--- config.mk ---
export PLATFORM = sky130hd
export DESIGN_NAME = ettc_div
export DESIGN_NICKNAME = d
export VERILOG_FILES = /design/src/design/ettc_pkg.sv /design/src/design/ettc_div.sv
export SDC_FILE = /design/constraint.sdc
export NUM_CORES = 1
export LEC_CHECK = 0
export ABC_AREA = 0
export BUFFER_PORTS_ARGS = -buffer_cell sky130_fd_sc_hd__buf_2
export CAP_MARGIN = 30
export CORE_AREA = 2 2 92 103
export CTS_CLUSTER_DIAMETER = 60
export CTS_CLUSTER_SIZE = 16
export DETAILED_ROUTE_END_ITERATION = 8
export DIE_AREA = 0 0 94 105
export GPL_TIMING_DRIVEN = 0
export HOLD_SLACK_MARGIN = 0.02
export PLACE_DENSITY = 0.64
export SYNTH_ARGS = -nofsm -noshare
export SYNTH_HDL_FRONTEND = slang
export SYNTH_SLANG_ARGS = --single-unit
--- constraint.sdc ---
create_clock -name clock -period 4.8 [get_ports clock]
set_clock_uncertainty 0.1 [all_clocks]
set_input_delay 0.72 -clock clock [delete_from_list [all_inputs] [get_ports clock]]
set_output_delay 0.72 -clock clock [all_outputs]
set_load 0.1 [all_outputs]
--- src/design/ettc_pkg.sv ---
// Shared types and constants for the encounter tracking table.
`timescale 1ns / 1ps
package ettc_pkg;

   localparam int SLOTS       = 8;
   localparam int EPH_ID_BITS = 64;
   localparam int SLOT_W      = (SLOTS > 1) ? $clog2(SLOTS) : 1;
   localparam int SVC_W       = 16;
   localparam int CNT_W       = 16;
   localparam int NUM_W       = 24;   // magnitude of rssi * count + rssi
   localparam int DEN_W       = CNT_W + 1;
   localparam int DIV_CNT_W   = $clog2(NUM_W + 1);

   localparam logic [1:0] REG_SERVICE_CODE = 2'd0;
   localparam logic [1:0] REG_LOG_WAIT     = 2'd1;
   localparam logic [1:0] REG_CLOCK_START  = 2'd2;

   localparam logic FUNC_SIGHTING = 1'b0;
   localparam logic FUNC_TICK     = 1'b1;

   typedef struct packed {
      logic [EPH_ID_BITS-1:0] eph;
      logic [31:0]            beacon;
      logic [63:0]            location;
      logic [31:0]            beacon_start;
      logic [31:0]            dongle_start;
      logic [7:0]             beacon_span;
      logic [7:0]             dongle_span;
      logic signed [7:0]      rssi;
      logic [CNT_W-1:0]       count;
   } slot_rec_type;

   // search token handed from cell to cell
   typedef struct packed {
      logic              valid;
      logic              found;
      logic [SLOT_W-1:0] idx;
   } chain_type;

   typedef enum logic [5:0] {
      ST_IDLE   = 6'b000001,
      ST_SEARCH = 6'b000010,
      ST_MUL    = 6'b000100,
      ST_DSTART = 6'b001000,
      ST_DWAIT  = 6'b010000,
      ST_TICK   = 6'b100000
   } state_type;

endpackage

--- src/design/ettc_div.sv ---
// Restoring divider, one quotient bit per cycle, for the running mean.
`timescale 1ns / 1ps
module ettc_div (
   input  logic                        clock,
   input  logic                        reset,
   input  logic                        start,
   input  logic [ettc_pkg::NUM_W-1:0]  num,
   input  logic [ettc_pkg::DEN_W-1:0]  den,
   output logic                        done,
   output logic [ettc_pkg::NUM_W-1:0]  quo
);
   import ettc_pkg::*;

   logic [NUM_W-1:0]     q_ff, q_in;
   logic [DEN_W-1:0]     rem_ff, rem_in;
   logic [DEN_W-1:0]     den_ff, den_in;
   logic [DIV_CNT_W-1:0] cnt_ff, cnt_in;
   logic                 busy_ff, busy_in;
   logic                 done_ff, done_in;
   logic [DEN_W:0]       trial;

   always_comb begin
      q_in    = q_ff;
      rem_in  = rem_ff;
      den_in  = den_ff;
      cnt_in  = cnt_ff;
      busy_in = busy_ff;
      done_in = 1'b0;
      trial   = {rem_ff, q_ff[NUM_W-1]};
      if (start) begin
         q_in    = num;
         rem_in  = '0;
         den_in  = den;
         cnt_in  = DIV_CNT_W'(NUM_W);
         busy_in = 1'b1;
      end else if (busy_ff) begin
         if (trial >= {1'b0, den_ff}) begin
            rem_in = DEN_W'(trial - {1'b0, den_ff});
            q_in   = {q_ff[NUM_W-2:0], 1'b1};
         end else begin
            rem_in = trial[DEN_W-1:0];
            q_in   = {q_ff[NUM_W-2:0], 1'b0};
         end
         cnt_in = cnt_ff - 1'b1;
         if (cnt_ff == DIV_CNT_W'(1)) begin
            busy_in = 1'b0;
            done_in = 1'b1;
         end
      end
   end

   always_ff @(posedge clock) begin
      if (reset) begin
         busy_ff <= 1'b0;
         done_ff <= 1'b0;
         cnt_ff  <= '0;
      end else begin
         busy_ff <= busy_in;
         done_ff <= done_in;
         cnt_ff  <= cnt_in;
      end
      q_ff   <= q_in;
      rem_ff <= rem_in;
      den_ff <= den_in;
   end

   assign done = done_ff;
   assign quo  = q_ff;

endmodule

# Word-level counts from Yosys, hierarchy flattened
# Cells that the tools add are included.
# W data, S select, Z words.
# word_totals
regBits,65
inputBits,44
output_inout_bits,25
wordCells,25
# classes
add_sub_neg,2
n_lt_le_gt_ge,1
n_eq_ne,1
muxes,10
bitwise,1
n_reduce_logical,3
# ops
operator,count
$mux W24,2
$ge A18 B17 Y1,1
$mux W17,1
$sub A17 B17 Y17,1
$mux W5,2
$eq A5 B1 Y1 const B,1
$mux W1,5
$sub A5 B1 Y5 const B,1
$reduce_or A3 Y1,1
$reduce_bool A2 Y1,1
$reduce_or A2 Y1,1
$not A1 Y1,1

# Depth between registers and ports, before layout
# Gate-level depths: netlist of the first run.
# logic_depth
depth_word,4
depth_mapped,12
depth_no_buf,11

# Worst setup path after synthesis of the first run
# Ideal clock, no wire load.
# synth_path
kind,flip-flop to flip-flop
startpoint,"register q_ff[23], in the netlist quo[23]"
endpoint,"register q_ff[0], in the netlist quo[0], data pin"
setup_ns,0.272
t_arrival_ns,2.991
t_required_ns,4.428
setup_slack_ns,1.438
path_stages_with_launch,12
n_path_buf,2
synth_period_minus_slack_ns,3.362
cell_sequence,edfxtp_1 inv_1 ha_1 inv_1 fa_1 a21o_1 a221oi_4 o221ai_2 o41ai_4 buf_6 buf_4 o21ai_0
# synth_between
elab_chain_cells,4
# synth_lines
item,line_no,rtl
"start, declared",ettc_div.sv:14,"logic [NUM_W-1:0] q_ff, q_in;"
"start signal, assigned",ettc_div.sv:62,q_ff <= q_in;
$ge A18 B17 Y1,ettc_div.sv:37,"if (trial >= {1'b0, den_ff}) begin"
$mux W1,ettc_div.sv:37,
$mux W24,ettc_div.sv:36,end else if (busy_ff) begin
$mux W24,ettc_div.sv:30,if (start) begin
via q_in[0],ettc_div.sv:14,
# The timed path passes the listed nets, and every way through them passes these cells. The select of a mux whose other input is x is not followed.
# A chain may end at the register's enable or synchronous reset.

# Worst setup path in the final report of the first run
# Same ends and word-level chain as after synthesis.

==> run_results.csv, run 1 <==
group,metric,value,unit
run_status,status,"complete, no violations",
logic_synthesis,ys_seq_elements,65,
route,dr.pass1.iters,4,
placed_design,dp_hpwl,5240,µm
logic_synthesis,synth_compound_area_share,15.7,%
run,maxCapViolations,0,
cts,cts_buffer_depth,2,
pwr,p_leak,1.77,nW
worst_setup_path,cpPeakStageDelay,0.45,ns
route,drc,0,
logic_synthesis,synth_mux_area_share,8.38,%
layout,fin_nets,445,
logic_synthesis,ys_warn_count,0,
placed_design,place_congestion,0.819,
logic_synthesis,ys_types,54,
die,core,0.00878,mm²
worst_setup_path,crit_required,4.79,ns
logic_synthesis,ys.flop_type,"edfxtp_1",
cts,cts_hold_buf,0,
worst_setup_path,path_cells,"inv_1 -> ha_1 -> inv_1 -> fa_1 -> a21o_1 -> a221oi_4 -> o221ai_2 -> o41ai_4 -> buf_6 -> buf_4 -> o21ai_0",
worst_setup_path,r2r_start,"quo[23]$_DFFE_PP_",
route,ant_nets,0,
sta,fmax,0.312,GHz
worst_hold_path,hp-class,"flop to flop",
logic_synthesis,synth-xor-area-share,4.57,%
die,dieArea,0.00987,mm²
global_route,grt_max_degree,25,
route,drt_iter0_markers,113,
die,die_y,105,µm
cts,post_cts_resized,0,
layout,final_common_cell,"buf_2",
route,routedWlPerCell,14.7,µm
sta,tightestPinTransition,0.923,ns
logic_synthesis,avgSynthCellArea,11.4,µm²
sta,slew_violations,0,
worst_setup_path,crit_path_top_delay_cell,"edfxtp_1",
logic_synthesis,synth_edf_count,41,
global_route,grt_usage,15.8,%
cts,numCtsBuffers,9,
cts,postCtsSetupBuffers,0,
global_route,antenna_found_initial,0,
logic_synthesis,syn_nets,366,
sta,max_slew_margin,38.4,%
worst_setup_path,crit_arrival,3.20,ns
placed_design,dpl_worst_slack,1.59,ns
layout,drive_above_1_share,32.1,%
worst_setup_path,start_kind,"flop",
pwr,power_density,367,mW/mm²
cts,clock_sinks,65,
route,vias,2546,
logic_synthesis,ys_seq_area_share,49.6,%
placed_design,port_buffers,68,
global_route,use_met3,5.34,%
pwr,ir_drop,222,µV
logic_synthesis,yosys.area_share.simple,10.1,%
die,die_w,94,µm
logic_synthesis,synth_fa_ha_area_share,7.47,%
cts,clk_latency,0.35,ns
global_route,grt_pass1_vias,2537,
worst_setup_path,cp_max_fo,10,
cts,clkTransAtPathRegs,0.08,ns
logic_synthesis,async_reset_ff_share,0,%
global_route,met1_usage,21.2,%
route,via_per_inst,5.09,
cts,cts_tree,"done",
logic_synthesis,synthCells,302,
sta,fin_ws,1.59,ns
route,wl,7360,µm
die,initial_core_util,39.3,%
sta,rsz0062_at_grt,"no",
layout,area_delta_synth_final,19.8,%
worst_setup_path,path_delay_family,"compound AO/OA/AOI/OAI gates",
sta,finalSetupViolCount,0,
worst_setup_path,cp_num_cells,11,
die,rows,36,
sta,period_needed,3.21,ns
logic_synthesis,syn-cell-area,0.00345,mm²
worst_hold_path,min_path_cells,2,
cts,cts-root-buf,"clkbuf_8",
layout,diodes,0,
worst_setup_path,crit_buf_inv,4,
worst_setup_path,reg2reg_depth,11,
sta,setup_tns,0,ns
logic_synthesis,synth_top_family_by_area,"compound AO/OA/AOI/OAI gates",
die,io_pins,69,
worst_setup_path,worstSetupPathType,"flop to flop",
sta,final-hold-violation-count,0,
worst_setup_path,r2r_slack,1.59,ns
global_route,use_met2,23.5,%
worst_setup_path,r2r_end,"quo[0]$_DFFE_PP_",
layout,postLayoutCellArea,0.00414,mm²
worst_setup_path,cpMostUsedCell,"inv_1",
worst_hold_path,hold_end,"rem_ff[14]$_SDFFE_PP0P_",
worst_setup_path,endpoint_kind,"flop",
cts,cts.htree.levels,3,
layout,layout_common_cells,"buf_2 (68), edfxtp_1 (41), dfxtp_1 (24)",
global_route,busiest_layer,"met2",
layout,fill_cells,853,
placed_design,placedInstanceArea,0.00393,mm²
sta,period_share,66.8,%
worst_hold_path,hp-start,"rem_ff[14]$_SDFFE_PP0P_",
global_route,grt-ovfl-total,0,
global_route,grt_pass1_wl,12300,µm
sequential cells by signal, summed over array words and instances, names as in the netlist:
signal / flops
den_ff: 17
rem_ff: 17
done: 1
cnt_ff: 5
quo: 24
busy_ff: 1
synth_stat cells (2+ instances only):
cell type / count / area, µm²
o21ai_0: 11 / 55.1
clkbuf_1: 4 / 15.0
o21ai_1: 2 / 10.0
o211ai_1: 2 / 15.0
a21oi_2: 3 / 26.3
nor2_1: 23 / 86.3
ha_1: 19 / 238
o21a_1: 3 / 22.5
dfxtp_1: 24 / 480
nand3b_1: 2 / 15.0
nand4_1: 3 / 18.8
o311ai_1: 2 / 17.5
buf_4: 2 / 15.0
nor3_1: 6 / 30.0
mux2_2: 23 / 259
edfxtp_1: 41 / 1230
a21o_1: 6 / 45.0
nor4b_1: 2 / 17.5
xor2_1: 12 / 105
mux2i_1: 3 / 30.0
nand2b_1: 5 / 31.3
a21oi_1: 15 / 75.1
xnor2_1: 6 / 52.6
nand2_1: 17 / 63.8
a211oi_2: 4 / 50.1
a32oi_1: 5 / 43.8
buf_1: 5 / 18.8
inv_1: 23 / 86.3
nand3_1: 3 / 15.0
a211o_1: 2 / 17.5
through the flow:
stage,util [%],hold WS (ns),instances,total power (W)
floorplan,-,0.346,302,0.000971
global placement,44.8,0.366,484,0.00104
detailed placement,44.8,0.377,484,0.00105
CTS,47.1,0.390,500,0.00153
global route,47.1,0.419,500,0.00158
finish,47.1,0.387,500,0.00152
how the worst max path moves through the flow:
stage / start / endpoint / slack, ns
after floorplan: quo[23]$_DFFE_PP_ / quo[0]$_DFFE_PP_ / 1.44
after global placement: quo[23]$_DFFE_PP_ / quo[0]$_DFFE_PP_ / 1.60
after detailed placement: quo[23]$_DFFE_PP_ / quo[0]$_DFFE_PP_ / 1.59
after CTS: quo[23]$_DFFE_PP_ / quo[0]$_DFFE_PP_ / 1.59
after global routing: quo[23]$_DFFE_PP_ / quo[0]$_DFFE_PP_ / 1.45
final: quo[23]$_DFFE_PP_ / quo[0]$_DFFE_PP_ / 1.59
worst reg2reg max path: stages (launching register included):
cell      delay [ns]
edfxtp_1        0.45
inv_1           0.09
ha_1            0.16
inv_1           0.05
fa_1            0.40
a21o_1          0.23
a221oi_4        0.41
o221ai_2        0.21
o41ai_4         0.36
buf_6           0.20
buf_4           0.20
o21ai_0         0.09
metal layers:
metal	wire [µm]	vias to the layer above
li1	-	1274
met1	3480	1197
met2	3300	62
met3	434	13
met4	133	0
met5	0	-
cell families after synthesis:
family | Yosys count
compound gates | 69
simple gates | 69
flops | 65
buf+inv | 35
mux | 26
fa+ha+maj | 20
xor+xnor | 18
area by class of cell:
type                            instances  area (µm²)  area share (%)
Buffer                                 12        60.1            1.45
Clock buffer                            9         124            3.00
Clock inverter                          7        77.6            1.88
Inverter                               23        86.3            2.09
Multi-Input combinational cell        202        1590            38.5
Sequential cell                        65        1710            41.4
Tap cell                              114         143            3.45
Timing Repair Buffer                   68         340            8.23
where the power goes:
part / leakage (nW) / internal [W] / switching (W) / total [W]
registers: 0.604 / 0.000643 / 0.0000226 / 0.000666
logic: 1.06 / 0.000102 / 0.000268 / 0.000369
clock network: 0.101 / 0.000245 / 0.000236 / 0.000481
total: 1.77 / 0.000990 / 0.000526 / 0.00152
(Power assumes the default switching activity.)
==> run 2: changes to the inputs <==
clock period = 3 ns   (was 4.8 ns; I/O delays follow)
==> run_results.csv, run 2 (synthesis results as in run 1) <==
group,metric,value,unit
run_status,status,"complete, no violations",
worst_setup_path,worstSetupPathType,"flop to flop",
placed_design,port_buffers,68,
cts,cts_hold_buf,0,
sta,period_needed,2.98,ns
global_route,met1_usage,20.3,%
global_route,grt_max_degree,25,
global_route,antenna_found_initial,0,
cts,clk_latency,0.34,ns
sta,tightestPinTransition,0.940,ns
worst_setup_path,crit_arrival,2.96,ns
die,initial_core_util,39.3,%
route,routedWlPerCell,14.5,µm
die,die_w,94,µm
placed_design,dp_hpwl,5300,µm
route,wl,7370,µm
global_route,grt_pass1_wl,12300,µm
cts,clkTransAtPathRegs,0.07,ns
worst_setup_path,r2r_slack,0.02,ns
layout,layout_common_cells,"buf_2 (69), edfxtp_1 (41), dfxtp_1 (24)",
global_route,grt_usage,15.8,%
placed_design,place_congestion,0.859,
die,die_y,105,µm
layout,fin_nets,453,
route,drc,0,
layout,area_delta_synth_final,22.0,%
die,dieArea,0.00987,mm²
global_route,grt_pass1_vias,2637,
worst_setup_path,endpoint_kind,"flop",
route,via_per_inst,5.07,
route,ant_nets,0,
cts,cts_buffer_depth,2,
layout,drive_above_1_share,34.8,%
global_route,grt-ovfl-total,0,
worst_setup_path,start_kind,"flop",
cts,cts_tree,"done",
cts,numCtsBuffers,9,
layout,regArea,0.00171,mm²
worst_hold_path,hp-class,"primary input to flop",
cts,cts-root-buf,"clkbuf_8",
die,io_pins,69,
layout,diodes,0,
global_route,use_met2,24.4,%
layout,final_common_cell,"buf_2",
sta,period_share,99.4,%
pwr,p_leak,1.80,nW
worst_setup_path,crit_required,2.98,ns
layout,layoutNonFillerInstCount,508,
layout,largest_reg_flops,24,
placed_design,dpl.cell_count,484,
pwr,ir_drop,362,µV
sta,finalSetupViolCount,0,
layout,fill_cells,840,
cts,cts.htree.levels,3,
cts,clock_sinks,65,
sta,final-hold-violation-count,0,
sta,fmax,0.335,GHz
global_route,busiest_layer,"met2",
route,vias,2578,
sta,rsz0062_at_grt,"yes",
route,drt_iter0_markers,77,
global_route,use_met3,6.13,%
layout,multi_input_area,0.00162,mm²
run,maxCapViolations,0,
route,dr.pass1.iters,4,
worst_setup_path,cp_max_fo,10,
die,core,0.00878,mm²
pwr,power_density,567,mW/mm²
sta,slew_violations,0,
die,rows,36,
layout,final_core_util,47.9,%
sta,max_slew_margin,37.3,%
run 2: cell count changes in the layout (fill, tap and decap cells not counted), moves of 2 or more:
cell,previous run,this run
a21oi_1,15,13
a21oi_2,3,5
clkinv_2,1,4
buf_6,1,3
buf_4,2,7
inv_6,3,0
run 2: repair_timing:
action	in CTS	in global routing
setup buffers	4	3
pin swaps	2	2
setup endpoints to repair	17	18
resized for setup	1	7
cloned	1	0
run 2: path summary, 6_finish.rpt:
| check | cells after the start | endpoint | startpoint |
|---|---|---|---|
| worst max-delay path | 11 | quo[0]$_DFFE_PP_ | quo[23]$_DFFE_PP_ |
| worst min-delay path | 1 | den_ff[3]$_DFFE_PP_ | den[3] |
| worst max register to register | 11 | quo[0]$_DFFE_PP_ | quo[23]$_DFFE_PP_ |
| worst min register to register | 2 | rem_ff[14]$_SDFFE_PP0P_ | rem_ff[14]$_SDFFE_PP0P_ |
run 2: power by group:
group | total (W) | switching, W | leakage (nW) | internal (W)
clock network | 0.000721 | 0.000342 | 0.0998 | 0.000379
registers | 0.00107 | 0.0000357 | 0.604 | 0.00103
logic | 0.000601 | 0.000432 | 1.10 | 0.000169
total | 0.00239 | 0.000809 | 1.80 | 0.00158
run 2: cell type report:
class | instances | area share (%)
plain buffers | 12 | 1.60
clock buffers | 10 | 3.03
clock inverters | 6 | 1.40
inverters | 23 | 2.05
multi-input cells | 202 | 38.4
flip-flops and latches | 65 | 40.6
well taps | 114 | 3.39
repair buffers | 76 | 9.45
run 2: per-stage QoR:
| stage | worst slack [ns] | power (W) | TNS (ns) | hold slack [ns] | instance area [µm²] |
|---|---|---|---|---|---|
| floorplan | -0.294 | 0.00156 | -4.03 | 0.346 | 3460 |
| global placement | -0.103 | 0.00167 | -0.612 | 0.359 | 3940 |
| detailed placement | -0.111 | 0.00168 | -0.792 | 0.371 | 3940 |
| CTS | 0.00887 | 0.00241 | 0 | 0.158 | 4170 |
| global route | -0.117 | 0.00250 | -1.34 | 0.152 | 4210 |
| finish | 0.0174 | 0.00239 | 0 | 0.177 | 4210 |
run 2: critical path, cell delays in order (launching register included):
cell and delay, ns:
edfxtp_1 0.42, inv_1 0.09, ha_2 0.18, inv_2 0.04, fa_2 0.34, a21o_1 0.21
a221oi_4 0.36, o221ai_4 0.16, o41ai_4 0.41, buf_6 0.18, buf_6 0.14, o21ai_0 0.09
run 2: layer usage:
metal	part of all wire [%]	up-vias
met5	0	-
met2	47	59
met1	45	1214
met4	1.7	0
li1	-	1293
met3	5.6	12
==> run 3: changes to the inputs <==
BUFFER_PORTS_ARGS = unset   (was -buffer_cell sky130_fd_sc_hd__buf_2)
DONT_BUFFER_PORTS = 1   (was unset)
PLACE_DENSITY = 0.57   (was 0.64)
==> run_results.csv, run 3 (synthesis results as in run 1) <==
group,metric,value,unit
die,core,0.00878,mm²
sta,period_share,103,%
worst_setup_path,endpoint_kind,"flop",
sta,fmax,0.325,GHz
global_route,grt_usage,15.4,%
sta,rsz0062_at_grt,"yes",
sta,slew_violations,0,
cts,numCtsBuffers,9,
die,rows,36,
worst_setup_path,worstSetupPathType,"flop to flop",
die,dieArea,0.00987,mm²
sta,tightestPinTransition,0.948,ns
sta,final-hold-violation-count,0,
layout,layout_common_cells,"edfxtp_1 (41), dfxtp_1 (24), nor2_1 (23), mux2_2 (23), inv_1 (21)",
die,die_y,105,µm
worst_hold_path,min_path_cells,1,
cts,cts.htree.levels,3,
cts,clkTransAtPathRegs,0.08,ns
pwr,clkPwrFrac,32.2,%
route,dr.pass1.iters,4,
pwr,power_density,608,mW/mm²
placed_design,port_buffers,0,
global_route,grt_pass1_vias,2397,
cts,cts_tree,"done",
worst_hold_path,hp-start,"reset",
layout,final_common_cell,"edfxtp_1",
pwr,seqPwrFrac,54.6,%
sta,finalSetupViolCount,14,
run,maxCapViolations,0,
pwr,p_int,0.00157,W
die,io_pins,69,
layout,fin_nets,387,
layout,drive_above_1_share,22.6,%
placed_design,place_congestion,0.859,
cts,clk_latency,0.35,ns
worst_setup_path,cp_max_fo,10,
route,ant_nets,0,
global_route,grt_max_degree,25,
route,wl,7290,µm
worst_setup_path,reg2reg_depth,12,
placed_design,placedInstanceArea,0.00363,mm²
pwr,comb_power_share,13.2,%
run_status,status,"finished with violations",
route,via_per_inst,5.30,
run_status,violations,"negative setup slack",
route,vias,2343,
worst_setup_path,start_kind,"flop",
placed_design,dp_hpwl,5210,µm
worst_setup_path,crit_required,2.99,ns
global_route,grt-ovfl-total,0,
die,die_w,94,µm
worst_setup_path,r2r_start,"quo[23]$_DFFE_PP_",
pwr,p_switching,0.000831,W
route,routedWlPerCell,16.5,µm
pwr,p_leak,1.56,nW
global_route,grt_pass1_wl,11800,µm
layout,diodes,0,
route,drt_iter0_markers,72,
worst_setup_path,r2r_slack,-0.08,ns
pwr,switching_share,34.6,%
cts,cts_buffer_depth,2,
worst_hold_path,hold_end,"cnt_ff[3]$_SDFFE_PP0P_",
layout,largest_reg_flops,24,
worst_setup_path,crit_arrival,3.07,ns
sta,max_slew_margin,36.7,%
layout,area_delta_synth_final,14.4,%
global_route,antenna_found_initial,0,
sta,period_needed,3.08,ns
cts,clock_sinks,65,
route,drc,0,
sta,fin_ws,-0.0790,ns
worst_setup_path,r2r_end,"quo[0]$_DFFE_PP_",
placed_design,dpl_worst_slack,-0.346,ns
cts,cts-root-buf,"clkbuf_8",
worst_hold_path,hp-class,"primary input to flop",
layout,postLayoutCellArea,0.00395,mm²
die,initial_core_util,39.3,%
pwr,ir_drop,472,µV
## run 3: changes by cell type in the layout (fill, tap and decap cells not counted), moves of 4 or more
| cell | change |
|---|---|
| buf_2 | -68 |
| clkinv_2 | -4 |
| inv_6 | +4 |
| o21ai_0 | -4 |
| o21ai_1 | +4 |
## run 3: cell type report
class                   count  area, µm²
multi-input cells         202       1620
well taps                 114        143
clock buffers               9        124
repair buffers             10       93.8
fillers                   860       4830
inverters                  23       98.8
clock inverters             7       82.6
plain buffers              12       71.3
flip-flops and latches     65       1710
## run 3: metal layers
layer	GRT usage (%)	wire, µm	vias to the layer above
met4	7.56	184	0
met2	23.1	3360	63
met5	0	0	-
met1	19.5	3280	1104
li1	-	-	1162
met3	5.34	454	14
## run 3: worst max path at each step
stage / startpoint / end / cells past startpoint
2_1_floorplan: quo[23]$_DFFE_PP_ / quo[0]$_DFFE_PP_ / 11
3_3_place_gp: quo[23]$_DFFE_PP_ / quo[0]$_DFFE_PP_ / 11
3_5_place_dp: quo[23]$_DFFE_PP_ / quo[0]$_DFFE_PP_ / 12
4_1_cts: quo[23]$_DFFE_PP_ / rem_ff[9]$_SDFFE_PP0P_ / 14
5_1_grt: quo[23]$_DFFE_PP_ / rem_ff[9]$_SDFFE_PP0P_ / 14
6_report: quo[23]$_DFFE_PP_ / quo[0]$_DFFE_PP_ / 12
## run 3: timing repair
item                       CTS  global route
setup endpoints to repair   18            18
resized for setup            9            11
hold buffers                 0             0
buffers inserted             6             2
pin swaps                    6             3
cloned                       1             0
## run 3: through the flow
stage / hold WS, ns / total power [W] / TNS, ns / cells / util [%]
detailed placement: 0.382 / 0.00163 / -4.70 / 417 / 41.3
CTS: 0.0442 / 0.00242 / -1.20 / 440 / 44.5
global placement: 0.368 / 0.00162 / -9.75 / 416 / 41.0
finish: 0.0663 / 0.00240 / -0.492 / 442 / 45.0
floorplan: 0.346 / 0.00156 / -4.03 / 302 / -
global route: 0.0477 / 0.00251 / -2.52 / 442 / 45.0
## run 3: power groups by stage
stage	registers (W)	logic (W)	clock network (W)
2_1_floorplan	0.00133	0.000230	0
3_3_place_gp	0.00134	0.000274	0
6_report	0.00131	0.000317	0.000774
5_1_grt	0.00132	0.000352	0.000835
4_1_cts	0.00131	0.000310	0.000802
3_5_place_dp	0.00133	0.000299	0
## run 3: worst max-delay path, cell delays in order (launching register included)
cell and delay, ns:
edfxtp_1 0.41, clkbuf_16 0.23, clkinv_8 0.06, ha_4 0.13, inv_2 0.03, fa_2 0.34, a21o_1 0.20, a221oi_4 0.32
o221ai_2 0.18, o41ai_4 0.38, buf_6 0.20, buf_8 0.15, o21ai_1 0.06
