## config.mk

```make
export PLATFORM = sky130hd
export DESIGN_NAME = ettc_cell
export DESIGN_NICKNAME = d
export VERILOG_FILES = /design/src/design/ettc_pkg.sv /design/src/design/ettc_cell.sv
export SDC_FILE = /design/constraint.sdc
export NUM_CORES = 1
export LEC_CHECK = 0
export BUFFER_PORTS_ARGS = -buffer_cell sky130_fd_sc_hd__buf_4
export CORE_AREA = 10 10 257 259
export CTS_CLUSTER_SIZE = 16
export DETAILED_ROUTE_END_ITERATION = 10
export DIE_AREA = 0 0 267 269
export GPL_ROUTABILITY_DRIVEN = 0
export HOLD_SLACK_MARGIN = 0.12
export PLACE_DENSITY_LB_ADDON = 0.15
export SLEW_MARGIN = 30
export SYNTH_ARGS = -nofsm -noshare
export SYNTH_HDL_FRONTEND = slang
export SYNTH_SLANG_ARGS = --single-unit
```

## constraint.sdc

```tcl
create_clock -name clock -period 6.8 [get_ports clock]
set_input_delay 1.36 -clock clock [delete_from_list [all_inputs] [get_ports clock]]
set_output_delay 1.36 -clock clock [all_outputs]
set_load 0.05 [all_outputs]
```

## src/design/ettc_pkg.sv

```systemverilog
// Shared types and constants for the encounter tracking table.
`timescale 1ns / 1ps
package ettc_pkg;

   localparam int SLOTS       = 8;
   localparam int EPH_ID_BITS = 64;
   localparam int SLOT_W      = (SLOTS > 1) ? $clog2(SLOTS) : 1;
   localparam int SVC_W       = 16;
   localparam int CNT_W       = 16;
   localparam int NUM_W       = 24;   // magnitude of rssi * count + rssi
   localparam int DEN_W       = CNT_W + 1;
   localparam int DIV_CNT_W   = $clog2(NUM_W + 1);

   localparam logic [1:0] REG_SERVICE_CODE = 2'd0;
   localparam logic [1:0] REG_LOG_WAIT     = 2'd1;
   localparam logic [1:0] REG_CLOCK_START  = 2'd2;

   localparam logic FUNC_SIGHTING = 1'b0;
   localparam logic FUNC_TICK     = 1'b1;

   typedef struct packed {
      logic [EPH_ID_BITS-1:0] eph;
      logic [31:0]            beacon;
      logic [63:0]            location;
      logic [31:0]            beacon_start;
      logic [31:0]            dongle_start;
      logic [7:0]             beacon_span;
      logic [7:0]             dongle_span;
      logic signed [7:0]      rssi;
      logic [CNT_W-1:0]       count;
   } slot_rec_type;

   // search token handed from cell to cell
   typedef struct packed {
      logic              valid;
      logic              found;
      logic [SLOT_W-1:0] idx;
   } chain_type;

   typedef enum logic [5:0] {
      ST_IDLE   = 6'b000001,
      ST_SEARCH = 6'b000010,
      ST_MUL    = 6'b000100,
      ST_DSTART = 6'b001000,
      ST_DWAIT  = 6'b010000,
      ST_TICK   = 6'b100000
   } state_type;

endpackage

```

## src/design/ettc_cell.sv

```systemverilog
// One slot of the table: record storage, eph id compare stage and expiry check.
`timescale 1ns / 1ps
module ettc_cell (
   input  logic                         clock,
   input  logic                         reset,
   input  logic [ettc_pkg::SLOT_W-1:0]  my_idx,
   input  logic [ettc_pkg::EPH_ID_BITS-1:0] key_eph,
   input  ettc_pkg::chain_type          chain_in,
   output ettc_pkg::chain_type          chain_out,
   input  logic                         wr_en,
   input  ettc_pkg::slot_rec_type       wr_rec,
   input  logic [31:0]                  now,
   input  logic [31:0]                  wait_ticks,
   output ettc_pkg::slot_rec_type       rec,
   output logic                         expired
);
   import ettc_pkg::*;

   slot_rec_type rec_ff, rec_in;
   chain_type    chain_ff, chain_in_next;
   logic [31:0]  age;
   logic         hit;

   assign hit = chain_in.valid && !chain_in.found && (rec_ff.eph == key_eph);

   always_comb begin
      rec_in = wr_en ? wr_rec : rec_ff;
      chain_in_next.valid = chain_in.valid;
      chain_in_next.found = chain_in.found | hit;
      chain_in_next.idx   = hit ? my_idx : chain_in.idx;
   end

   always_ff @(posedge clock) begin
      if (reset) begin
         rec_ff   <= '0;
         chain_ff <= '0;
      end else begin
         rec_ff   <= rec_in;
         chain_ff <= chain_in_next;
      end
   end

   assign age       = now - rec_ff.dongle_start;
   assign expired   = (rec_ff.dongle_start != 32'd0) && (age > wait_ticks);
   assign rec       = rec_ff;
   assign chain_out = chain_ff;

endmodule

```

Yosys cells after proc, flatten, opt, wreduce, memory -nomap -nowiden
Cells that the tools add are included.
{"block": "totals", "inputBits": 403, "register_bits": 269}
{"block": "classes", "reduce_logical": 5, "bitwise_logic": 1, "muxes": 1, "n_lt_le_gt_ge": 1, "n_addsub": 1, "n_eq_ne": 1}
{"op": "64-bit equality test", "count": 1}
{"op": "32-bit > comparator", "count": 1}
{"op": "32-bit nonzero test", "count": 1}
{"op": "32-bit subtractor", "count": 1}
{"op": "1-bit logical AND", "count": 3}
{"op": "3-bit two-way mux", "count": 1}
{"op": "1-bit zero test", "count": 1}
{"op": "1-bit OR", "count": 1}

Longest topological paths before layout
Gate-level depths: netlist (run 1).
{"block": "depth", "ltp_word": 4, "mapped_depth": 19, "ltp_nobuf": 19}

Worst setup path after synthesis (run 1)
OpenSTA, ideal clock, no wires.
{"block": "synth_timing", "kind": "input to output", "start": "input port now[0]", "end": "output port expired", "t_arrival_ns": 5.667, "path_slack_ns": -0.227, "path_buffers": 0, "required_time_ns": 5.440, "path_stages": 17, "path_cell_list": "inv_1 ha_1 inv_1 fa_1 a21o_1 a221o_1 a311o_1 o21ai_0 a31o_2 o31ai_1 xor2_1 ha_1 nand4_1 or3_1 o221ai_1 a21oi_1 a211oi_1"}
{"block": "synth_between", "elab_chain_len": 3}
{"element": "start, declared", "line_no": "ettc_cell.sv:12", "text": "input logic [31:0] now,"}
{"element": "32-bit subtractor", "line_no": "ettc_cell.sv:43", "text": "assign age = now - rec_ff.dongle_start;"}
{"element": "32-bit > comparator", "line_no": "ettc_cell.sv:44", "text": "assign expired = (rec_ff.dongle_start != 32'd0) && (age > wait_ticks);"}
{"element": "1-bit logical AND", "line_no": "ettc_cell.sv:44"}
{"element": "end, declared", "line_no": "ettc_cell.sv:15", "text": "output logic expired"}
No other way between the ends.

Worst setup path after layout (run 1)
Ends and elaborated chain as after synthesis.

==> flow_summary.html, run 1 <==
<table>
<tr><th>Metric</th><th>Value</th></tr>
<tr><th colspan="2">Timing</th></tr>
<tr><td>Setup-violating endpoint count in the final report</td><td>0</td></tr>
<tr><td>Transition time at the pin with the least slew margin</td><td>907.6 ps</td></tr>
<tr><td>Final Max Tran Viols</td><td>0</td></tr>
<tr><td>Maximum operating frequency</td><td>0.1514 GHz</td></tr>
<tr><td>Final worst path period need</td><td>6604 ps</td></tr>
<tr><td>Number of hold-slack violations in the final timing report</td><td>0</td></tr>
<tr><td>Worst slew margin relative to its limit</td><td>39.49%</td></tr>
<tr><td>Largest clock skew in the final design</td><td>16.38 ps</td></tr>
<tr><td>Setup TNS</td><td>0 ps</td></tr>
<tr><td>Final Cycle Share</td><td>97.11%</td></tr>
<tr><th colspan="2">Synthesis</th></tr>
<tr><td>Post-synthesis area per instance</td><td>9.317 um2</td></tr>
<tr><td>Fraction of synthesized cell area taken by the top area cell type</td><td>42.53%</td></tr>
<tr><td>Post-synthesis instance area</td><td>12,660 um2</td></tr>
<tr><td>Fraction of registers with async set/reset</td><td>0%</td></tr>
<tr><td>Cell type contributing the most total cell area after synthesis</td><td>sky130_fd_sc_hd__dfxtp_1</td></tr>
<tr><td>Number of warnings reported in the yosys synthesis log</td><td>0</td></tr>
<tr><td>Number of synthesized flops with an enable pin</td><td>0</td></tr>
<tr><td>Synthesis-stage register bit count</td><td>269</td></tr>
<tr><td>Post-synth net total</td><td>1,826</td></tr>
<tr><td>Sequential-to-total area share from yosys stat</td><td>42.53%</td></tr>
<tr><td>Number of distinct library cells after synthesis</td><td>50</td></tr>
<tr><td>Post-synth top flop</td><td>sky130_fd_sc_hd__dfxtp_1</td></tr>
<tr><td>Largest cells by area after synthesis</td><td>sky130_fd_sc_hd__dfxtp_1, sky130_fd_sc_hd__mux2i_1, sky130_fd_sc_hd__nor2_1, sky130_fd_sc_hd__ha_1, sky130_fd_sc_hd__xnor2_1</td></tr>
<tr><td>Post-Synthesis Cells</td><td>1,359</td></tr>
<tr><th colspan="2">Placed design</th></tr>
<tr><td>Total of buffers placed on input and output ports</td><td>672</td></tr>
<tr><td>HPWL reported at the end of detailed placement</td><td>47,610 um</td></tr>
<tr><td>Cell count after placement</td><td>2,770</td></tr>
<tr><th colspan="2">Worst hold path</th></tr>
<tr><td>Instance count along the most critical hold path</td><td>2</td></tr>
<tr><td>Worst Min Path Start</td><td>rec[8]</td></tr>
<tr><td>Hold Crit Class</td><td>reg2reg</td></tr>
<tr><td>Capture endpoint of the worst hold path</td><td>rec[8]</td></tr>
<tr><th colspan="2">Worst setup path</th></tr>
<tr><td>Critical path class</td><td>in2out</td></tr>
<tr><td>Endpoint type of the worst setup path</td><td>output pin</td></tr>
<tr><td>Buffers plus inverters on the worst setup path</td><td>4</td></tr>
<tr><td>Setup crit start kind</td><td>input pin</td></tr>
<tr><td>Worst-path cell with the longest stage delay</td><td>sky130_fd_sc_hd__a311o_1</td></tr>
<tr><td>Arrival time worst endpoint</td><td>5240 ps</td></tr>
<tr><td>Maximum fanout encountered on the critical timing path</td><td>3</td></tr>
<tr><td>Crit path required time</td><td>5440 ps</td></tr>
<tr><td>Reg-to-reg critical path startpoint</td><td>rec[239]</td></tr>
<tr><td>Slowest stage delay, CP</td><td>410 ps</td></tr>
<tr><td>Worst setup slack for register-to-register paths</td><td>4040 ps</td></tr>
<tr><td>Cell Chain, Critical Path</td><td>buf_4 &gt; inv_1 &gt; ha_2 &gt; inv_1 &gt; fa_1 &gt; a21o_1 &gt; a221o_1 &gt; a311o_1 &gt; o21ai_2 &gt; a31o_2 &gt; o31ai_1 &gt; xor2_1 &gt; ha_1 &gt; nand4_1 &gt; or3_4 &gt; o221ai_1 &gt; a21oi_1 &gt; a211oi_2 &gt; buf_6</td></tr>
<tr><td>Kind of cell with the highest combined delay on the critical path</td><td>compound AO/OA/AOI/OAI gates</td></tr>
<tr><td>Worst-case reg-to-reg path depth</td><td>7</td></tr>
<tr><td>Worst r2r dst</td><td>chain_out[1]</td></tr>
<tr><td>Most repeated library cell on the critical path</td><td>sky130_fd_sc_hd__inv_1</td></tr>
<tr><th colspan="2">Detailed routing</th></tr>
<tr><td>Vias per std cell</td><td>4.282</td></tr>
<tr><td>Iteration count of the initial detailed-routing pass</td><td>6</td></tr>
<tr><td>Routed wirelength normalized by instance count</td><td>20.81 um</td></tr>
<tr><td>Routed Antenna Nets</td><td>0</td></tr>
<tr><td>Total vias in the final route</td><td>12,170</td></tr>
<tr><td>Number of remaining DRC errors</td><td>0</td></tr>
<tr><td>Final wirelength</td><td>59,120 um</td></tr>
<tr><td>Detailed Route Iter0 Violations</td><td>517</td></tr>
<tr><th colspan="2">Floorplanning</th></tr>
<tr><td>Die Area</td><td>71,820 um2</td></tr>
<tr><td>Std cell rows</td><td>91</td></tr>
<tr><td>Boundary pin count</td><td>673</td></tr>
<tr><td>Core footprint</td><td>61,030 um2</td></tr>
<tr><td>Chip Width</td><td>267 um</td></tr>
<tr><td>Die extent in y</td><td>269 um</td></tr>
<tr><td>Starting utilization of the core area</td><td>20.75%</td></tr>
<tr><th colspan="2">Run</th></tr>
<tr><td>Max-cap viol count</td><td>0</td></tr>
<tr><th colspan="2">Layout</th></tr>
<tr><td>Final nets</td><td>2,488</td></tr>
<tr><td>Number of non-filler instances in the completed layout</td><td>2,841</td></tr>
<tr><td>Fraction of layout instances using a drive strength above 1</td><td>36.83%</td></tr>
<tr><td>Area growth from synthesis to layout</td><td>57.21%</td></tr>
<tr><td>Number of fill cells</td><td>6,477</td></tr>
<tr><th colspan="2">Power and ir drop</th></tr>
<tr><td>Share of total power in the clock network</td><td>39.5%</td></tr>
<tr><td>Combinational group share of total power</td><td>25.7%</td></tr>
<tr><td>Cell leakage power</td><td>9.918 nW</td></tr>
<tr><td>Flop pwr share</td><td>34.7%</td></tr>
<tr><td>Net switching power</td><td>1.606 mW</td></tr>
<tr><td>Areal power density over the cells</td><td>252.3 nW/um2</td></tr>
<tr><td>Switching share of total power</td><td>31.97%</td></tr>
<tr><td>Maximum VDD drop</td><td>0.1847 mV</td></tr>
<tr><td>Internal</td><td>3.417 mW</td></tr>
<tr><th colspan="2">Clock network</th></tr>
<tr><td>TritonCTS clock tree</td><td>done</td></tr>
<tr><td>Root cell of the clock tree</td><td>sky130_fd_sc_hd__clkbuf_16</td></tr>
<tr><td>Clock buffer depth</td><td>3</td></tr>
<tr><td>Worst skew pair latency</td><td>550 ps</td></tr>
<tr><td>Post-CTS clock slew at the launch and capture registers of the worst setup and hold paths</td><td>50 ps</td></tr>
<tr><td>CTS Sinks</td><td>269</td></tr>
<tr><td>Number of buffers created by CTS</td><td>36</td></tr>
<tr><td># H-tree levels</td><td>2</td></tr>
<tr><th colspan="2">Global route</th></tr>
<tr><td>Total gr overflow</td><td>0</td></tr>
<tr><td>Overall routing resource usage</td><td>15.58%</td></tr>
<tr><td>Pin count of the biggest net entering global routing</td><td>153</td></tr>
<tr><td>Initial antenna violation count</td><td>6</td></tr>
<tr><td>Wire length of the first global-routing pass</td><td>84,310 um</td></tr>
<tr><td>Number of global-route vias before repair</td><td>13,110</td></tr>
<tr><th colspan="2">Outcome</th></tr>
<tr><td>Run status</td><td>complete, no violations</td></tr>
</table>
worst max path at each step:
stage,start,end,slack (ps),cells after the start
2_1_floorplan,now[0],expired,220,17
3_5_place_dp,now[0],expired,-60,19
3_3_place_gp,now[0],expired,-50,19
6_report,now[0],expired,200,19
5_1_grt,now[0],expired,-0.8,20
4_1_cts,now[0],expired,30,20
layout by cell type, fill, tap and decap left out, types with 3 or more instances in the layout:
master / count
sky130_fd_sc_hd__buf_4: 681
sky130_fd_sc_hd__nor2_1: 291
sky130_fd_sc_hd__dfxtp_1: 269
sky130_fd_sc_hd__mux2i_1: 267
sky130_fd_sc_hd__inv_1: 91
sky130_fd_sc_hd__ha_1: 62
sky130_fd_sc_hd__xnor2_1: 46
sky130_fd_sc_hd__a21oi_1: 37
sky130_fd_sc_hd__clkbuf_16: 37
sky130_fd_sc_hd__nand2_1: 29
sky130_fd_sc_hd__a21o_1: 28
sky130_fd_sc_hd__nand4_1: 23
sky130_fd_sc_hd__xor2_1: 21
sky130_fd_sc_hd__o21ai_0: 14
sky130_fd_sc_hd__nor4_1: 14
sky130_fd_sc_hd__o21a_1: 9
sky130_fd_sc_hd__o22ai_1: 9
sky130_fd_sc_hd__nand2b_1: 8
sky130_fd_sc_hd__clkbuf_1: 8
sky130_fd_sc_hd__nand3_1: 7
sky130_fd_sc_hd__nor2b_1: 7
sky130_fd_sc_hd__clkinv_2: 6
sky130_fd_sc_hd__clkbuf_8: 6
sky130_fd_sc_hd__diode_2: 4
sky130_fd_sc_hd__a31oi_1: 4
sky130_fd_sc_hd__o2111ai_1: 4
sky130_fd_sc_hd__o2bb2ai_1: 4
sky130_fd_sc_hd__bufinv_16: 4
sky130_fd_sc_hd__a21boi_0: 3
sky130_fd_sc_hd__and3_1: 3
sky130_fd_sc_hd__nor3_1: 3
sky130_fd_sc_hd__o31ai_1: 3
sky130_fd_sc_hd__a2111oi_0: 3
sky130_fd_sc_hd__buf_12: 3
synthesized netlist by cell type, types with 4 or more instances:
library cell	count
sky130_fd_sc_hd__nor4_1	14
sky130_fd_sc_hd__o2111ai_1	4
sky130_fd_sc_hd__nor2_1	293
sky130_fd_sc_hd__dfxtp_1	269
sky130_fd_sc_hd__o21a_1	9
sky130_fd_sc_hd__inv_1	91
sky130_fd_sc_hd__mux2i_1	267
sky130_fd_sc_hd__clkbuf_1	39
sky130_fd_sc_hd__xor2_1	21
sky130_fd_sc_hd__o21ai_0	15
sky130_fd_sc_hd__buf_1	24
sky130_fd_sc_hd__xnor2_1	46
sky130_fd_sc_hd__a31oi_1	4
sky130_fd_sc_hd__nor2b_1	7
sky130_fd_sc_hd__nand2_1	29
sky130_fd_sc_hd__ha_1	63
sky130_fd_sc_hd__o2bb2ai_1	4
sky130_fd_sc_hd__o22ai_1	9
sky130_fd_sc_hd__a21oi_1	39
sky130_fd_sc_hd__nand4_1	23
sky130_fd_sc_hd__a21o_1	28
sky130_fd_sc_hd__nand3_1	7
sky130_fd_sc_hd__nand2b_1	8
through the flow:
stage	power (mW)	util [%]	setup slack, ps	area, um2	hold WS, ps
after floorplan	2.560	-	215.9	12670	738.0
after global placement	3.067	30.49	-52.76	18610	473.1
after detailed placement	3.076	30.49	-55.75	18610	483.1
after CTS	5.132	32.51	26.58	19840	497.3
after global routing	5.293	32.61	-0.8171	19900	520.3
final	5.023	32.62	196.5	19910	493.7
flip-flops by register name (all words and copies together), names as in the netlist:
name and flops:
rec 264, chain_out 5
logic make-up (layout without fill, tap and decap cells):
kind of cell / Yosys count / in the layout / synth area share, %
and+or+nand+nor: 393 / 393 / 13.00
DFF: 269 / 269 / 42.53
muxes: 267 / 267 / 21.11
buffers and inverters: 154 / 842 / 4.565
AOI/OAI and AO/OA: 145 / 145 / 7.777
xor gates and xnor gates: 67 / 67 / 4.634
adders and majority gates: 64 / 64 / 6.383
other: 0 / 4 / 0
per-layer routing:
| layer | wire length, um | global-route usage (%) | share of wire (%) |
|---|---|---|---|
| met1 | 20900 | 15.31 | 35 |
| met2 | 30590 | 28.61 | 52 |
| met5 | 46 | 0 | 0.078 |
| met4 | 1707 | 5.573 | 2.9 |
| met3 | 5873 | 6.902 | 9.9 |
worst reg2reg max path, cell delays in order, from the launching register on:
cell and delay [ps]:
sky130_fd_sc_hd__dfxtp_1 390, sky130_fd_sc_hd__nand2b_1 130, sky130_fd_sc_hd__o2111ai_1 100, sky130_fd_sc_hd__a2111oi_0 620, sky130_fd_sc_hd__nand4_1 170, sky130_fd_sc_hd__or4_1 740, sky130_fd_sc_hd__mux2i_1 410, sky130_fd_sc_hd__nor2_1 80
power by group through the flow:
stage / clock network, mW / logic [mW] / registers, mW
6_report: 1.99 / 1.29 / 1.74
2_1_floorplan: 0 / 0.474 / 2.09
3_3_place_gp: 0 / 1.29 / 1.77
3_5_place_dp: 0 / 1.30 / 1.78
5_1_grt: 2.14 / 1.40 / 1.76
4_1_cts: 2.08 / 1.30 / 1.74
layout make-up:
type                            count  area [um2]  area share, %
Tap cell                          790       988.4          4.965
Sequential cell                   269        5385          27.05
Clock buffer                       50        1025          5.148
Timing Repair Buffer              687        5213          26.18
Multi-Input combinational cell    936        6731          33.82
Antenna cell                        4       10.01        0.05028
Inverter                           91       341.6          1.716
Clock inverter                     14       212.7          1.069
timing repair:
action	in CTS	in global routing
endpoints found under the hold margin	0	0
hold buffers	0	0
setup endpoints to repair	1	1
setup buffers	0	3
gates resized for setup	1	9
pin swaps	0	6
Power figures use the tool's default switching activity.
==> run 2: changes to the inputs <==
--- a/config.mk
+++ b/config.mk
@@ -5,11 +5,12 @@
 export SDC_FILE = /design/constraint.sdc
 export NUM_CORES = 1
 export LEC_CHECK = 0
+export ABC_CLOCK_PERIOD_IN_PS = 6800
 export BUFFER_PORTS_ARGS = -buffer_cell sky130_fd_sc_hd__buf_4
-export CORE_AREA = 10 10 257 259
+export CORE_AREA = 2 2 264 266
 export CTS_CLUSTER_SIZE = 16
 export DETAILED_ROUTE_END_ITERATION = 10
-export DIE_AREA = 0 0 267 269
+export DIE_AREA = 0 0 266 268
 export GPL_ROUTABILITY_DRIVEN = 0
 export HOLD_SLACK_MARGIN = 0.12
 export PLACE_DENSITY_LB_ADDON = 0.15
==> flow_summary.html, run 2 (same netlist as run 1, synthesis figures left out) <==
<table>
<tr><th>Metric</th><th>Value</th></tr>
<tr><th colspan="2">Worst hold path</th></tr>
<tr><td>Hold Crit Class</td><td>reg2reg</td></tr>
<tr><th colspan="2">Timing</th></tr>
<tr><td>Final hold slack</td><td>493.4 ps</td></tr>
<tr><td>Transition time at the pin with the least slew margin</td><td>966.6 ps</td></tr>
<tr><td>Largest clock skew in the final design</td><td>22.34 ps</td></tr>
<tr><td>Setup-violating endpoint count in the final report</td><td>0</td></tr>
<tr><td>Final Max Tran Viols</td><td>0</td></tr>
<tr><td>Number of hold-slack violations in the final timing report</td><td>0</td></tr>
<tr><td>Setup TNS</td><td>0 ps</td></tr>
<tr><td>Final Cycle Share</td><td>96.30%</td></tr>
<tr><td>Worst slew margin relative to its limit</td><td>35.56%</td></tr>
<tr><td>Maximum operating frequency</td><td>0.1527 GHz</td></tr>
<tr><td>Unrepaired setup endpoints after global routing</td><td>false</td></tr>
<tr><td>Final worst path period need</td><td>6548 ps</td></tr>
<tr><th colspan="2">Worst setup path</th></tr>
<tr><td>Buffers plus inverters on the worst setup path</td><td>5</td></tr>
<tr><td>Maximum fanout encountered on the critical timing path</td><td>3</td></tr>
<tr><td>Endpoint type of the worst setup path</td><td>output pin</td></tr>
<tr><td>Worst setup slack for register-to-register paths</td><td>4270 ps</td></tr>
<tr><td>Slowest stage delay, CP</td><td>410 ps</td></tr>
<tr><td>Critical path class</td><td>in2out</td></tr>
<tr><td>Worst-path cell with the longest stage delay</td><td>sky130_fd_sc_hd__a311o_1</td></tr>
<tr><td>Setup crit start kind</td><td>input pin</td></tr>
<tr><td>Cell Chain, Critical Path</td><td>buf_4 &gt; inv_1 &gt; ha_2 &gt; inv_1 &gt; fa_2 &gt; a21o_1 &gt; a221o_1 &gt; a311o_1 &gt; buf_4 &gt; a31oi_4 &gt; a21oi_4 &gt; a31oi_1 &gt; xnor2_1 &gt; ha_1 &gt; nand4_1 &gt; or3_4 &gt; o221ai_2 &gt; a21oi_1 &gt; a211oi_2 &gt; buf_6</td></tr>
<tr><td>Crit path required time</td><td>5440 ps</td></tr>
<tr><td>Arrival time worst endpoint</td><td>5190 ps</td></tr>
<tr><td>Kind of cell with the highest combined delay on the critical path</td><td>compound AO/OA/AOI/OAI gates</td></tr>
<tr><th colspan="2">Layout</th></tr>
<tr><td>Final nets</td><td>2,487</td></tr>
<tr><td>Number of fill cells</td><td>7,370</td></tr>
<tr><td>Sequential cell area</td><td>5385 um2</td></tr>
<tr><td>Area growth from synthesis to layout</td><td>57.89%</td></tr>
<tr><td>Final design utilization</td><td>29.30%</td></tr>
<tr><td>Most frequent cells in the layout</td><td>sky130_fd_sc_hd__buf_4, sky130_fd_sc_hd__nor2_1, sky130_fd_sc_hd__dfxtp_1</td></tr>
<tr><td>Multi-input combinational cell area</td><td>6756 um2</td></tr>
<tr><td>Leading cell type in the layout, fill and taps excluded</td><td>sky130_fd_sc_hd__buf_4</td></tr>
<tr><td>Fraction of layout instances using a drive strength above 1</td><td>36.69%</td></tr>
<tr><td>Max reg flops</td><td>264</td></tr>
<tr><th colspan="2">Detailed routing</th></tr>
<tr><td>Iteration count of the initial detailed-routing pass</td><td>5</td></tr>
<tr><td>Vias per std cell</td><td>4.118</td></tr>
<tr><td>Routed Antenna Nets</td><td>0</td></tr>
<tr><td>Detailed Route Iter0 Violations</td><td>344</td></tr>
<tr><td>Number of remaining DRC errors</td><td>0</td></tr>
<tr><td>Routed wirelength normalized by instance count</td><td>18.58 um</td></tr>
<tr><td>Final wirelength</td><td>54,410 um</td></tr>
<tr><td>Total vias in the final route</td><td>12,060</td></tr>
<tr><th colspan="2">Floorplanning</th></tr>
<tr><td>Chip Width</td><td>266 um</td></tr>
<tr><td>Starting utilization of the core area</td><td>18.56%</td></tr>
<tr><td>Std cell rows</td><td>96</td></tr>
<tr><td>Boundary pin count</td><td>673</td></tr>
<tr><td>Die extent in y</td><td>268 um</td></tr>
<tr><td>Die Area</td><td>71,290 um2</td></tr>
<tr><td>Core footprint</td><td>68,230 um2</td></tr>
<tr><th colspan="2">Global route</th></tr>
<tr><td>Total gr overflow</td><td>0</td></tr>
<tr><td>Number of global-route vias before repair</td><td>12,480</td></tr>
<tr><td>Wire length of the first global-routing pass</td><td>78,090 um</td></tr>
<tr><td>Pin count of the biggest net entering global routing</td><td>153</td></tr>
<tr><td>Overall routing resource usage</td><td>14.47%</td></tr>
<tr><td>Initial antenna violation count</td><td>3</td></tr>
<tr><th colspan="2">Clock network</th></tr>
<tr><td>CTS Sinks</td><td>269</td></tr>
<tr><td>Post-CTS clock slew at the launch and capture registers of the worst setup and hold paths</td><td>50 ps</td></tr>
<tr><td>TritonCTS clock tree</td><td>done</td></tr>
<tr><td>Root cell of the clock tree</td><td>sky130_fd_sc_hd__clkbuf_16</td></tr>
<tr><td>Clock buffer depth</td><td>3</td></tr>
<tr><td>Worst skew pair latency</td><td>550 ps</td></tr>
<tr><td>Number of buffers created by CTS</td><td>37</td></tr>
<tr><td># H-tree levels</td><td>2</td></tr>
<tr><th colspan="2">Power and ir drop</th></tr>
<tr><td>Total power after layout</td><td>4.970 mW</td></tr>
<tr><td>Areal power density over the cells</td><td>248.6 nW/um2</td></tr>
<tr><td>Cell leakage power</td><td>9.896 nW</td></tr>
<tr><td>Maximum VDD drop</td><td>0.1625 mV</td></tr>
<tr><th colspan="2">Run</th></tr>
<tr><td>Max-cap viol count</td><td>0</td></tr>
<tr><th colspan="2">Outcome</th></tr>
<tr><td>Run status</td><td>complete, no violations</td></tr>
<tr><th colspan="2">Placed design</th></tr>
<tr><td>Total of buffers placed on input and output ports</td><td>672</td></tr>
<tr><td>HPWL reported at the end of detailed placement</td><td>42,900 um</td></tr>
</table>
-- run 2: cell types whose count changed in the layout (fill, tap and decap cells not counted), sizes merged --
cell      change
clkinvlp      -1
diode         -1
clkbuf        +5
bufinv        -2
buf           -2
clkinv        -6
inv           +3
-- run 2: power breakdown --
group / total [mW] / switching, mW / internal, mW
sequential: 1.75 / 0.0743 / 1.67
combinational: 1.29 / 0.758 / 0.532
clock: 1.93 / 0.774 / 1.16
total: 4.97 / 1.61 / 3.36
-- run 2: worst register-to-register path, stage by stage (launching register included) --
cell and delay, ps:
sky130_fd_sc_hd__dfxtp_1 420, sky130_fd_sc_hd__nand2b_1 130, sky130_fd_sc_hd__o2111ai_1 90, sky130_fd_sc_hd__a2111oi_0 390, sky130_fd_sc_hd__nand4_1 170, sky130_fd_sc_hd__or4_1 770
sky130_fd_sc_hd__mux2i_1 340, sky130_fd_sc_hd__nor2_1 70
-- run 2: repair_timing --
action                     in CTS  in global routing
hold buffers                    0                  0
setup endpoints to repair       1                  1
pin swaps                       1                 10
gates resized for setup         2                 12
buffers inserted                0                  5
cloned                          0                  0
-- run 2: cell type report --
| class | instances | area share, % |
|---|---|---|
| diodes | 3 | 0.03755 |
| clock buffers | 55 | 5.320 |
| clock inverters | 8 | 0.5821 |
| inverters | 91 | 1.709 |
| multi-input cells | 936 | 33.80 |
| flip-flops and latches | 269 | 26.94 |
| well taps | 882 | 5.520 |
| repair buffers | 685 | 26.10 |
-- run 2: routing by layer --
| layer | up-vias | global-route usage, % | share of wire (%) |
|---|---|---|---|
| met5 | - | 0 | 0 |
| met4 | 0 | 5.664 | 3.5 |
| met3 | 90 | 4.884 | 7.8 |
| met2 | 385 | 26.58 | 52 |
| met1 | 5616 | 15.16 | 37 |
| li1 | 5970 | - | - |
-- run 2: worst paths after layout --
| check | cells after the start | start | endpoint |
|---|---|---|---|
| worst max-delay path | 20 | now[0] | expired |
| worst min-delay path | 2 | rec[25] | rec[25] |
| worst max register to register | 7 | rec[201] | chain_out[1] |
| worst min register to register | 2 | rec[25] | rec[25] |
-- run 2: per-stage QoR --
| step | worst slack, ps | std cells | area (um2) |
|---|---|---|---|
| floorplan | 215.9 | 1359 | 12670 |
| global placement | -31.48 | 2857 | 18680 |
| detailed placement | -60.59 | 2857 | 18680 |
| CTS | 57.62 | 2920 | 19870 |
| global route | 37.93 | 2928 | 19990 |
| finish | 251.8 | 2929 | 19990 |
